===== src/hw/rtl/sst_pkg.sv =====
// ----------------------------------------------------------------------------
// sst_pkg
// Shared types and constants of the render-state shadow tracker.
// ----------------------------------------------------------------------------
package sst_pkg;

  localparam int NUM_SLOTS_DEF = 19;
  localparam int IDX_W         = 5;
  localparam int HASH_W        = 64;
  localparam int CNT_W         = 32;
  localparam int CFG_IDX_W     = 2;

  localparam logic [CFG_IDX_W-1:0] CFG_VALIDATE_ENABLE = 2'd0;
  localparam logic [CFG_IDX_W-1:0] CFG_TRACK_REDUNDANT = 2'd1;
  localparam logic [CFG_IDX_W-1:0] CFG_REQUIRED_MASK   = 2'd2;

  typedef enum logic [2:0] {
    OP_WRITE        = 3'd0,
    OP_INVAL_ONE    = 3'd1,
    OP_INVAL_ALL    = 3'd2,
    OP_VALIDATE     = 3'd3,
    OP_CLEAR_COUNTS = 3'd4,
    OP_QUERY        = 3'd5,
    OP_RESET_ALL    = 3'd6,
    OP_STATS        = 3'd7
  } op_t;

  typedef struct packed {
    op_t               op;
    logic [IDX_W-1:0]  index;
    logic [HASH_W-1:0] hash;
  } cmd_t;

  typedef struct packed {
    logic             draw_ok;
    logic             slot_valid;
    logic [CNT_W-1:0] slot_writes;
    logic [CNT_W-1:0] slot_redundant;
    logic [CNT_W-1:0] total_writes;
    logic [CNT_W-1:0] total_redundant;
    logic [CNT_W-1:0] failed_draws;
    logic [CNT_W-1:0] checked_draws;
  } result_t;

endpackage


===== src/hw/rtl/state_shadow_tracker_unit.sv =====
// ----------------------------------------------------------------------------
// state_shadow_tracker_unit
// Render-state shadow table: command register, slot table, result register.
// ----------------------------------------------------------------------------
// done follows start through the command register, then the table update and
// result register.
// Throughput: one command per cycle; busy is never asserted.
// Reset invalidates all slots and clears all counters; validation and redundant
// tracking come up enabled, required mask zero. The receiver cannot stall.
module state_shadow_tracker_unit #(
  parameter int  NUM_SLOTS = sst_pkg::NUM_SLOTS_DEF,
  localparam int VCNT_W    = $clog2(NUM_SLOTS + 1)
) (
  input  logic                           clk,
  input  logic                           rst,
  input  logic                           start,
  output logic                           busy,
  input  logic [2:0]                     opcode,
  input  logic [sst_pkg::IDX_W-1:0]      state_index,
  input  logic [sst_pkg::HASH_W-1:0]     value_hash,
  input  logic                           cfg_we,
  input  logic [sst_pkg::CFG_IDX_W-1:0]  cfg_idx,
  input  logic [NUM_SLOTS-1:0]           cfg_data,
  output logic                           done,
  output logic                           draw_ok,
  output logic [NUM_SLOTS-1:0]           missing_mask,
  output logic                           slot_valid,
  output logic [sst_pkg::CNT_W-1:0]      slot_writes,
  output logic [sst_pkg::CNT_W-1:0]      slot_redundant,
  output logic [sst_pkg::CNT_W-1:0]      total_writes,
  output logic [sst_pkg::CNT_W-1:0]      total_redundant,
  output logic [sst_pkg::CNT_W-1:0]      failed_draws,
  output logic [sst_pkg::CNT_W-1:0]      checked_draws,
  output logic [VCNT_W-1:0]              valid_slots
);
  import sst_pkg::*;

  logic                 cmd_valid;
  cmd_t                 cmd;
  result_t              result;
  logic [NUM_SLOTS-1:0] missing_next;
  logic [VCNT_W-1:0]    count_next;

  assign busy = 1'b0;

  always_ff @(posedge clk) begin
    if (rst) begin
      cmd_valid <= 1'b0;
    end else begin
      cmd_valid <= start;
    end
  end

  always_ff @(posedge clk) begin
    if (start) begin
      cmd <= '{op: op_t'(opcode), index: state_index, hash: value_hash};
    end
  end

  sst_slot_table #(
    .NUM_SLOTS (NUM_SLOTS)
  ) u_table (
    .clk          (clk),
    .rst          (rst),
    .cmd_valid    (cmd_valid),
    .cmd          (cmd),
    .cfg_we       (cfg_we),
    .cfg_idx      (cfg_idx),
    .cfg_data     (cfg_data),
    .result       (result),
    .missing_next (missing_next),
    .count_next   (count_next)
  );

  always_ff @(posedge clk) begin
    if (rst) begin
      done <= 1'b0;
    end else begin
      done <= cmd_valid;
    end
  end

  always_ff @(posedge clk) begin
    if (cmd_valid) begin
      draw_ok         <= result.draw_ok;
      missing_mask    <= missing_next;
      slot_valid      <= result.slot_valid;
      slot_writes     <= result.slot_writes;
      slot_redundant  <= result.slot_redundant;
      total_writes    <= result.total_writes;
      total_redundant <= result.total_redundant;
      failed_draws    <= result.failed_draws;
      checked_draws   <= result.checked_draws;
      valid_slots     <= count_next;
    end
  end

endmodule


===== src/hw/rtl/sst_slot_table.sv =====
// ----------------------------------------------------------------------------
// sst_slot_table
// Slot table, global counters and configuration registers. Decodes one
// registered command, updates the state and forms the post-command result.
// ----------------------------------------------------------------------------
module sst_slot_table #(
  parameter int  NUM_SLOTS = sst_pkg::NUM_SLOTS_DEF,
  localparam int VCNT_W    = $clog2(NUM_SLOTS + 1)
) (
  input  logic                           clk,
  input  logic                           rst,
  input  logic                           cmd_valid,
  input  sst_pkg::cmd_t                  cmd,
  input  logic                           cfg_we,
  input  logic [sst_pkg::CFG_IDX_W-1:0]  cfg_idx,
  input  logic [NUM_SLOTS-1:0]           cfg_data,
  output sst_pkg::result_t               result,
  output logic [NUM_SLOTS-1:0]           missing_next,
  output logic [VCNT_W-1:0]              count_next
);
  import sst_pkg::*;

  localparam int SEL_W = (NUM_SLOTS > 1) ? $clog2(NUM_SLOTS) : 1;

  logic                 validate_enable;
  logic                 track_redundant;
  logic [NUM_SLOTS-1:0] required_mask;
  logic [NUM_SLOTS-1:0] valid_bits;
  logic [HASH_W-1:0]    slot_hash   [NUM_SLOTS];
  logic [CNT_W-1:0]     write_count [NUM_SLOTS];
  logic [CNT_W-1:0]     red_count   [NUM_SLOTS];
  logic [CNT_W-1:0]     total_writes;
  logic [CNT_W-1:0]     total_redundant;
  logic [CNT_W-1:0]     failed_draws;
  logic [CNT_W-1:0]     checked_draws;

  logic do_write, do_inval_one, do_inval_all, do_validate, do_clear, do_reset;
  logic                 in_range;
  logic [SEL_W-1:0]     sel;
  logic                 cur_valid;
  logic [CNT_W-1:0]     cur_writes;
  logic [CNT_W-1:0]     cur_red;
  logic                 hit_write;
  logic                 redundant;
  logic                 draw_fail;
  logic [NUM_SLOTS-1:0] valid_next;
  logic [NUM_SLOTS-1:0] req_after;
  logic [NUM_SLOTS-1:0] required_mask_next;
  logic [NUM_SLOTS-1:0] missing_now;
  logic [CNT_W-1:0]     slot_writes_next;
  logic [CNT_W-1:0]     slot_red_next;
  logic [CNT_W-1:0]     total_writes_next;
  logic [CNT_W-1:0]     total_redundant_next;
  logic [CNT_W-1:0]     failed_draws_next;
  logic [CNT_W-1:0]     checked_draws_next;

  always_comb begin
    do_write     = 1'b0;
    do_inval_one = 1'b0;
    do_inval_all = 1'b0;
    do_validate  = 1'b0;
    do_clear     = 1'b0;
    do_reset     = 1'b0;
    if (cmd_valid) begin
      unique case (cmd.op)
        OP_WRITE:           do_write     = 1'b1;
        OP_INVAL_ONE:       do_inval_one = 1'b1;
        OP_INVAL_ALL:       do_inval_all = 1'b1;
        OP_VALIDATE:        do_validate  = 1'b1;
        OP_CLEAR_COUNTS:    do_clear     = 1'b1;
        OP_RESET_ALL:       do_reset     = 1'b1;
        OP_QUERY, OP_STATS: ;
        default:            ;
      endcase
    end
  end

  assign in_range   = ({1'b0, cmd.index} < (IDX_W + 1)'(NUM_SLOTS));
  assign sel        = cmd.index[SEL_W-1:0];
  assign cur_valid  = in_range & valid_bits[sel];
  assign cur_writes = in_range ? write_count[sel] : '0;
  assign cur_red    = in_range ? red_count[sel] : '0;
  assign hit_write  = do_write & in_range;
  assign redundant  = hit_write & track_redundant & cur_valid & (slot_hash[sel] == cmd.hash);

  always_comb begin
    valid_next = valid_bits;
    if (do_inval_all || do_reset) begin
      valid_next = '0;
    end
    if (hit_write) begin
      valid_next[sel] = 1'b1;
    end
    if (do_inval_one && in_range) begin
      valid_next[sel] = 1'b0;
    end
  end

  assign slot_writes_next = (do_clear || do_reset) ? '0 :
                            hit_write ? cur_writes + 1'b1 : cur_writes;
  assign slot_red_next    = (do_clear || do_reset) ? '0 :
                            redundant ? cur_red + 1'b1 : cur_red;

  assign req_after    = do_reset ? '0 : required_mask;
  assign required_mask_next = (cfg_we && cfg_idx == CFG_REQUIRED_MASK) ? cfg_data : req_after;
  assign missing_now  = required_mask & ~valid_bits;
  assign missing_next = req_after & ~valid_next;
  assign draw_fail    = do_validate & validate_enable & (missing_now != '0);

  assign total_writes_next    = do_reset ? '0 : hit_write ? total_writes + 1'b1 : total_writes;
  assign total_redundant_next = do_reset ? '0 :
                                redundant ? total_redundant + 1'b1 : total_redundant;
  assign failed_draws_next    = do_reset ? '0 : draw_fail ? failed_draws + 1'b1 : failed_draws;
  assign checked_draws_next   = do_reset ? '0 :
                                do_validate ? checked_draws + 1'b1 : checked_draws;

  always_comb begin
    count_next = '0;
    for (int i = 0; i < NUM_SLOTS; i++) begin
      count_next = count_next + VCNT_W'(valid_next[i]);
    end
  end

  always_comb begin
    result.draw_ok         = do_validate & ~draw_fail;
    result.slot_valid      = in_range & valid_next[sel];
    result.slot_writes     = in_range ? slot_writes_next : '0;
    result.slot_redundant  = in_range ? slot_red_next : '0;
    result.total_writes    = total_writes_next;
    result.total_redundant = total_redundant_next;
    result.failed_draws    = failed_draws_next;
    result.checked_draws   = checked_draws_next;
  end

  always_ff @(posedge clk) begin
    if (rst) begin
      validate_enable <= 1'b1;
      track_redundant <= 1'b1;
      required_mask   <= '0;
      valid_bits      <= '0;
      total_writes    <= '0;
      total_redundant <= '0;
      failed_draws    <= '0;
      checked_draws   <= '0;
      for (int i = 0; i < NUM_SLOTS; i++) begin
        write_count[i] <= '0;
        red_count[i]   <= '0;
      end
    end else begin
      required_mask   <= required_mask_next;
      if (cfg_we) begin
        unique case (cfg_idx)
          CFG_VALIDATE_ENABLE: validate_enable <= cfg_data[0];
          CFG_TRACK_REDUNDANT: track_redundant <= cfg_data[0];
          CFG_REQUIRED_MASK:   ;
          default:             ;
        endcase
      end
      valid_bits      <= valid_next;
      total_writes    <= total_writes_next;
      total_redundant <= total_redundant_next;
      failed_draws    <= failed_draws_next;
      checked_draws   <= checked_draws_next;
      if (do_clear || do_reset) begin
        for (int i = 0; i < NUM_SLOTS; i++) begin
          write_count[i] <= '0;
          red_count[i]   <= '0;
        end
      end else if (hit_write) begin
        write_count[sel] <= slot_writes_next;
        red_count[sel]   <= slot_red_next;
      end
    end
  end

  // hash is only compared while the slot is valid
  always_ff @(posedge clk) begin
    if (hit_write) begin
      slot_hash[sel] <= cmd.hash;
    end
  end

  a_write_counts: assert property (@(posedge clk) disable iff (rst)
    cmd_valid && cmd.op == OP_WRITE && in_range |=> total_writes == $past(total_writes) + 1'b1)
    else $error("total write count did not advance on an in-range write");

  a_failed_hold: assert property (@(posedge clk) disable iff (rst)
    !do_validate && !do_reset |=> $stable(failed_draws))
    else $error("failed draw count moved without a validate");

  a_query_quiet: assert property (@(posedge clk) disable iff (rst)
    cmd_valid && (cmd.op == OP_QUERY || cmd.op == OP_STATS)
      |=> $stable(valid_bits) && $stable(total_writes) && $stable(checked_draws))
    else $error("query or stats changed the table");

  a_draw_ok: assert property (@(posedge clk) disable iff (rst)
    result.draw_ok |-> (missing_now == '0 || !validate_enable))
    else $error("draw passed with required slots missing");

endmodule


===== config.mk =====
export PLATFORM = sky130hd
export DESIGN_NAME = state_shadow_tracker_unit
export DESIGN_NICKNAME = d
export VERILOG_FILES = /design/src/hw/rtl/sst_pkg.sv /design/src/hw/rtl/state_shadow_tracker_unit.sv /design/src/hw/rtl/sst_slot_table.sv
export SDC_FILE = /design/constraint.sdc
export NUM_CORES = 2
export LEC_CHECK = 0
export BUFFER_PORTS_ARGS = -buffer_cell sky130_fd_sc_hd__buf_4
export CAP_MARGIN = 20
export CORE_UTILIZATION = 49
export CTS_CLUSTER_SIZE = 14
export DETAILED_ROUTE_END_ITERATION = 8
export SLEW_MARGIN = 15
export SYNTH_ARGS = -nofsm -noshare
export SYNTH_HDL_FRONTEND = slang
export SYNTH_SLANG_ARGS = --single-unit

===== constraint.sdc =====
create_clock -name clk -period 18.28 [get_ports clk]
set_input_delay 1.828 -clock clk [delete_from_list [all_inputs] [get_ports clk]]
set_output_delay 1.828 -clock clk [all_outputs]
set_load 0.03 [all_outputs]

; After elaboration in Yosys (flattened, before gate mapping)
; Memories as Yosys holds them, arrays and structs flattened. A register that Yosys moved wholly into a read port is not among the register bits.
; Cells that the tools add are included.
[totals]
regBits = 460
mem_bits_rw = 2432
out_inout_bits = 220
wordCells = 222
memories = 3
[memory_table]
columns = memory, words, width, read_ports, rd_ports_with_merged_regs, write_ports, line
row1 = u_table.slot_hash, 19, 64, 1, 1, 1, sst_slot_table.sv:29  ; logic [HASH_W-1:0] slot_hash [NUM_SLOTS];
row2 = u_table.red_count, 19, 32, 1, 1, 19, sst_slot_table.sv:31  ; logic [CNT_W-1:0] red_count [NUM_SLOTS];
row3 = u_table.write_count, 19, 32, 1, 1, 19, sst_slot_table.sv:30  ; logic [CNT_W-1:0] write_count [NUM_SLOTS];
[op_classes]
n_addsub = 24
order_cmp = 3
n_eq_ne = 8
n_mux = 94
bitwise = 55
reduce_logical = 12
[op_table]
columns = op, count
row1 = $mux W32, 54
row2 = $add A32 B1 Y32 const B, 6
row3 = $mux W19, 5
row4 = $add A5 B1 Y5, 17
row5 = $eq A64 B64 Y1, 1
row6 = $reduce_or A32 Y1, 2
row7 = $and A19 B19 Y19, 3
row8 = $not A19 Y19, 3
row9 = $or A1 B1 Y1, 38
row10 = $mux W1, 27
row11 = $mux W5, 5
row12 = $or A19 B19 Y19, 1
row13 = $reduce_bool A19 Y1, 1
row14 = $bmux W1 S5, 2
row15 = $and A1 B1 Y1, 9
row16 = $eq A3 B2 Y1 const B, 2
row17 = $eq A3 B3 Y1 const B, 2
row18 = $lt A5 B6 Y1 const B, 1
row19 = $demux W1 S5, 1
row20 = $ge A5 B1 Y1 const B, 1
row21 = $lt A5 B5 Y1 const B, 1
row22 = $reduce_and A2 Y1, 2
row23 = $eq A3 B1 Y1 const B, 1
row24 = $logic_and A1 B1 Y1, 3
row25 = 7 further kinds, 8

; Longest topological paths before layout
[logic_depth]
ltp_word = 27
depth_mapped = 25
depth_no_buf = 23

; Modules after synthesis
; From an unflattened synthesis, not the netlist that was laid out.
[hier_totals]
hier_cells = 9440
hier_area_um2 = 151206.3
[by_module_without_submodules]
columns = module, instances, cells_per_inst, area_each_um2
row1 = sst_slot_table, 1, 9144, 142434.1
row2 = state_shadow_tracker_unit, 1, 296, 8772.2

; Least setup slack after synthesis
; No wires, ideal clock.
[synth_timing]
path_kind = register to register
from = register cmd_valid
to = register valid_slots[2], data pin
t_arrival_ns = 12.672
path_slack_ns = 5.351
stages_incl_launch_ff = 19
n_path_buf = 0
path_cell_list = dfxtp_1 nand2b_1 nor4_1 nand2_1 nor2_1 a21oi_1 a21o_1 fa_1 fa_1 inv_1 fa_1 inv_1 fa_1 inv_1 fa_1 ha_1 inv_1 fa_1 xnor2_1
[synth_between]
elab_chain_len = 25
elab_cells_between_ends = 30
cone_classes = 18 x add/sub / 7 x mux / 3 x bitwise / 2 x reduce/logical
[synth_rtl]
columns = element, line
row1 = from (decl), state_shadow_tracker_unit.sv:38  ; logic cmd_valid;
row2 = from (signal assigned), state_shadow_tracker_unit.sv:50  ; cmd_valid <= start;
row3 = $mux W1, sst_slot_table.sv:64  ; if (cmd_valid) begin
row4 = $logic_or A1 B1 Y1, sst_slot_table.sv:88  ; if (do_inval_all || do_reset) begin
row5 = $mux W19, sst_slot_table.sv:88
row6 = $or A19 B19 Y19 (no line), n/a
row7 = $mux W19, sst_slot_table.sv:91  ; if (hit_write) begin
row8 = $and A19 B19 Y19 (no line), n/a
row9 = $mux W19 (*), sst_slot_table.sv:94  ; if (do_inval_one && in_range) begin
row10 = $add A1 B1 Y2, sst_slot_table.sv:120  ; count_next = count_next + VCNT_W'(valid_next[i]);
row11 = $add A5 B1 Y5 (16 in a row), sst_slot_table.sv:120
row12 = $add A5 B1 Y5 (*), sst_slot_table.sv:120
row13 = named net count_next[2], state_shadow_tracker_unit.sv:42  ; logic [VCNT_W-1:0] count_next;
row14 = to (signal assigned), state_shadow_tracker_unit.sv:94  ; valid_slots <= count_next;
row15 = to (decl), state_shadow_tracker_unit.sv:34  ; output logic [VCNT_W-1:0] valid_slots
; The timed path passes the listed nets; every way through them passes the cells marked *.
; A chain may end at the register's enable or synchronous reset.

==> flow_summary.yaml <==
power:
  irDropWorstVdd_mv: 0.0839
  total_power_w: 0.0200
  pwr_density_cell_nw_per_um2: 113
  p_leak_nw: 62.8
clock_tree:
  cts_made_buffers: 388
  post-cts-setup-buffers: 0
  clkTransAtPathRegs_ns: 0.06
  clock_sinks: 3729
  clk_latency_ns: 0.97
  root_buffer: "clkbuf_16"
  clockBufferDepth: 4
  cts_tree: "done"
  cts_max_level: 5
  cts_hold_buffers: 0
  cts_resized: 0
global_route:
  track_usage: 0.281
  grt_max_degree: 130
  overflow: 0
  grt_pass1_wl_mm: 635
  grt_pass1_vias: 87884
  antenna_found_initial: 15
critical_path:
  max_stage_delay_ns: 0.86
  endpoint: "u_table.red_count[23][0]"
  crit_path_frequent_cell: "buf_4"
  cp_max_fo: 59
  reg2reg_slack_ns: 9.31
  reg2reg_depth: 13
  worstSetupEndpointType: "register"
  rr_endpoint: "u_table.red_count[23][0]"
  path_cells: "buf_4 > buf_4 > buf_4 > nor2b_1 > a22oi_2 > o22ai_1 > or4_4 > o41ai_1 > nor3b_2 > nand2_2 > or2_1 > xor2_2 > nor2_1"
  crit_type: "register to register"
  required_ns: 18.87
  cpMaxStageDelayCell: "o41ai_1"
  arrival_ns: 9.55
  worstSetupStartpointType: "register"
sta:
  clock_skew_ns: 0.0589
  finalCritPeriodShare: 0.491
  max_freq_ghz: 0.112
  tightest_slew_ns: 1.26
  setup_viol: 0
  rsz0062_at_grt: "false"
  relSlewSlack: 0.151
  period_needed_ns: 8.97
  finalSetupTns_ns: 0
  final_max_slew_viol_count: 0
  final_hold_viol_count: 0
placed_design:
  dp_hpwl_mm: 247
  placedCellCount: 14165
  gp_congestion: 0.932
  port_buffers: 315
drt:
  wirelength_mm: 452
  vias: 90003
  ant_nets: 0
  post-route-drc-count: 0
  drt_iter0_drc: 11837
  routedWlPerCell_um: 30.3
  firstDrtPassIters: 8
  viasPerCell: 6.04
synth:
  netlist_area_um2: 155000
  synth_seq_cells: 3729
  ys.flop_type: "edfxtp_1"
  avgSynthCellArea_um2: 16.7
  synthCells: 9304
  synthArstFlopShare: 0
  synth-seq-area-share: 0.711
  yosys_warnings: 0
  synthDistinctLibCells: 110
  synth_edf_count: 3554
floorplanning:
  placementRows: 206
  core_um2: 315000
  die_w_um: 564
  start_util: 0.492
  ios: 317
  dieArea_um2: 318000
  die_h_um: 564
status:
  status: "finished clean"
min_path:
  hold_class: "register to register"
layout:
  fillers: 24653
  fin_nets: 10523
  area_growth_pct: 14.2
  finalNonFillerCells: 14890
  seq_area_um2: 110000
  multi_input_area_um2: 44300
  drive_gt1_frac: 0.196
job:
  maxCapViolCount: 0
## where the power goes
group          total [W]  internal (W)  switching, W  leakage (nW)
sequential        0.0101       0.00989      0.000168          36.3
combinational    0.00209      0.000726       0.00136          20.5
clock            0.00780       0.00444       0.00336          6.07
## state kept, by name (all words and copies together) (netlist names), 5 cells and up, named ones only
| name | cells |
|---|---|
| u_table.total_writes | 32 |
| u_table.total_redundant | 32 |
| slot_writes | 32 |
| cmd | 72 |
| missing_mask | 19 |
| total_writes | 32 |
| valid_slots | 5 |
| u_table.required_mask | 19 |
| total_redundant | 32 |
| u_table.slot_hash | 1216 |
| slot_redundant | 32 |
| u_table.red_count | 1024 |
| checked_draws | 32 |
| failed_draws | 32 |
| u_table.write_count | 1024 |
| u_table.failed_draws | 32 |
| u_table.valid_bits | 19 |
| u_table.checked_draws | 32 |
## cell families (layout without fill, tap and decap cells)
| family | Yosys count | count (layout) | synth area share |
|---|---|---|---|
| compound gates | 579 | 579 | 0.0269 |
| xor+xnor | 206 | 206 | 0.0116 |
| fa+ha+maj | 27 | 27 | 0.00276 |
| buf+inv | 765 | 1347 | 0.0287 |
| flops | 3729 | 3729 | 0.711 |
| mux | 1256 | 1256 | 0.142 |
| other cells | 1 | 845 | 0.0000242 |
| simple gates | 2741 | 2741 | 0.0768 |
## routing by layer
layer	up-vias	GRT usage	routed length (µm)
li1	37185	-	-
met1	47219	0.406	185000
met2	4883	0.436	207000
met3	708	0.0608	48200
met4	8	0.0703	11400
met5	-	0	46
## critical path, delay by kind of cell (launching register included)
family,cells,cell delay (ns)
AO/OA/AOI/OAI,3,1.42
XOR/XNOR,1,0.83
buffers and inverters,3,2.25
flip-flops,1,0.82
AND/OR/NAND/NOR,6,3.08
## area by class of cell
type | instances | area share
clock inverters | 228 | 0.0121
well taps | 4160 | 0.0294
clock buffers | 481 | 0.0583
inverters | 104 | 0.00257
multi-input cells | 5642 | 0.251
repair buffers | 534 | 0.0236
flip-flops and latches | 3729 | 0.623
diodes | 12 | 0.000170
## per-stage QoR
| stage | area, µm² | hold WS [ns] | utilization | worst slack, ns |
|---|---|---|---|---|
| 3_3_place_gp | 164000 | 0.465 | 0.522 | 9.03 |
| 5_1_grt | 177000 | 0.496 | 0.562 | 9.03 |
| 3_5_place_dp | 164000 | 0.468 | 0.522 | 9.48 |
| 6_report | 177000 | 0.474 | 0.562 | 9.31 |
| 2_1_floorplan | 158000 | 0.448 | - | 5.35 |
| 4_1_cts | 177000 | 0.478 | 0.562 | 9.46 |
## placed cells by master, fill, tap and decap left out, types with 76 or more instances in the layout
cell / Yosys / routed
edfxtp_1: 3554 / 3554
inv_1: 100 / 83
nor3_1: 141 / 138
clkbuf_16: 0 / 396
nor2_1: 1637 / 1632
buf_4: 93 / 520
dfxtp_1: 175 / 169
clkinv_1: 3 / 85
a21oi_1: 78 / 78
nand3_1: 106 / 105
conb_1: 1 / 833
o21ai_0: 108 / 105
xor2_1: 116 / 97
clkbuf_1: 288 / 76
mux4_2: 745 / 745
mux2i_1: 439 / 436
nand2_1: 440 / 406
## cell usage after synthesis (72+ instances only)
master / instances / area share
o21ai_0: 108 / 0.0035
mux4_2: 745 / 0.11
nor2_1: 1637 / 0.040
nor3_1: 141 / 0.0046
nand3_1: 106 / 0.0034
xnor2_1: 90 / 0.0051
xor2_1: 116 / 0.0066
mux2_2: 72 / 0.0052
buf_4: 93 / 0.0045
nand2_1: 440 / 0.011
a21oi_1: 78 / 0.0025
dfxtp_1: 175 / 0.023
inv_1: 100 / 0.0024
edfxtp_1: 3554 / 0.69
clkbuf_1: 288 / 0.0070
buf_2: 123 / 0.0040
mux2i_1: 439 / 0.028
buf_6: 78 / 0.0057
## how the worst min path moves through the flow
stage,startpoint,end,cells after the start
after floorplan,u_table.required_mask[10],u_table.required_mask[10],2
after global placement,u_table.required_mask[5],u_table.required_mask[5],2
after detailed placement,u_table.required_mask[11],u_table.required_mask[11],2
after CTS,u_table.required_mask[11],u_table.required_mask[11],2
after global routing,u_table.required_mask[11],u_table.required_mask[11],2
final,u_table.required_mask[11],u_table.required_mask[11],2
No activity file was read; power rests on OpenSTA's default activity.
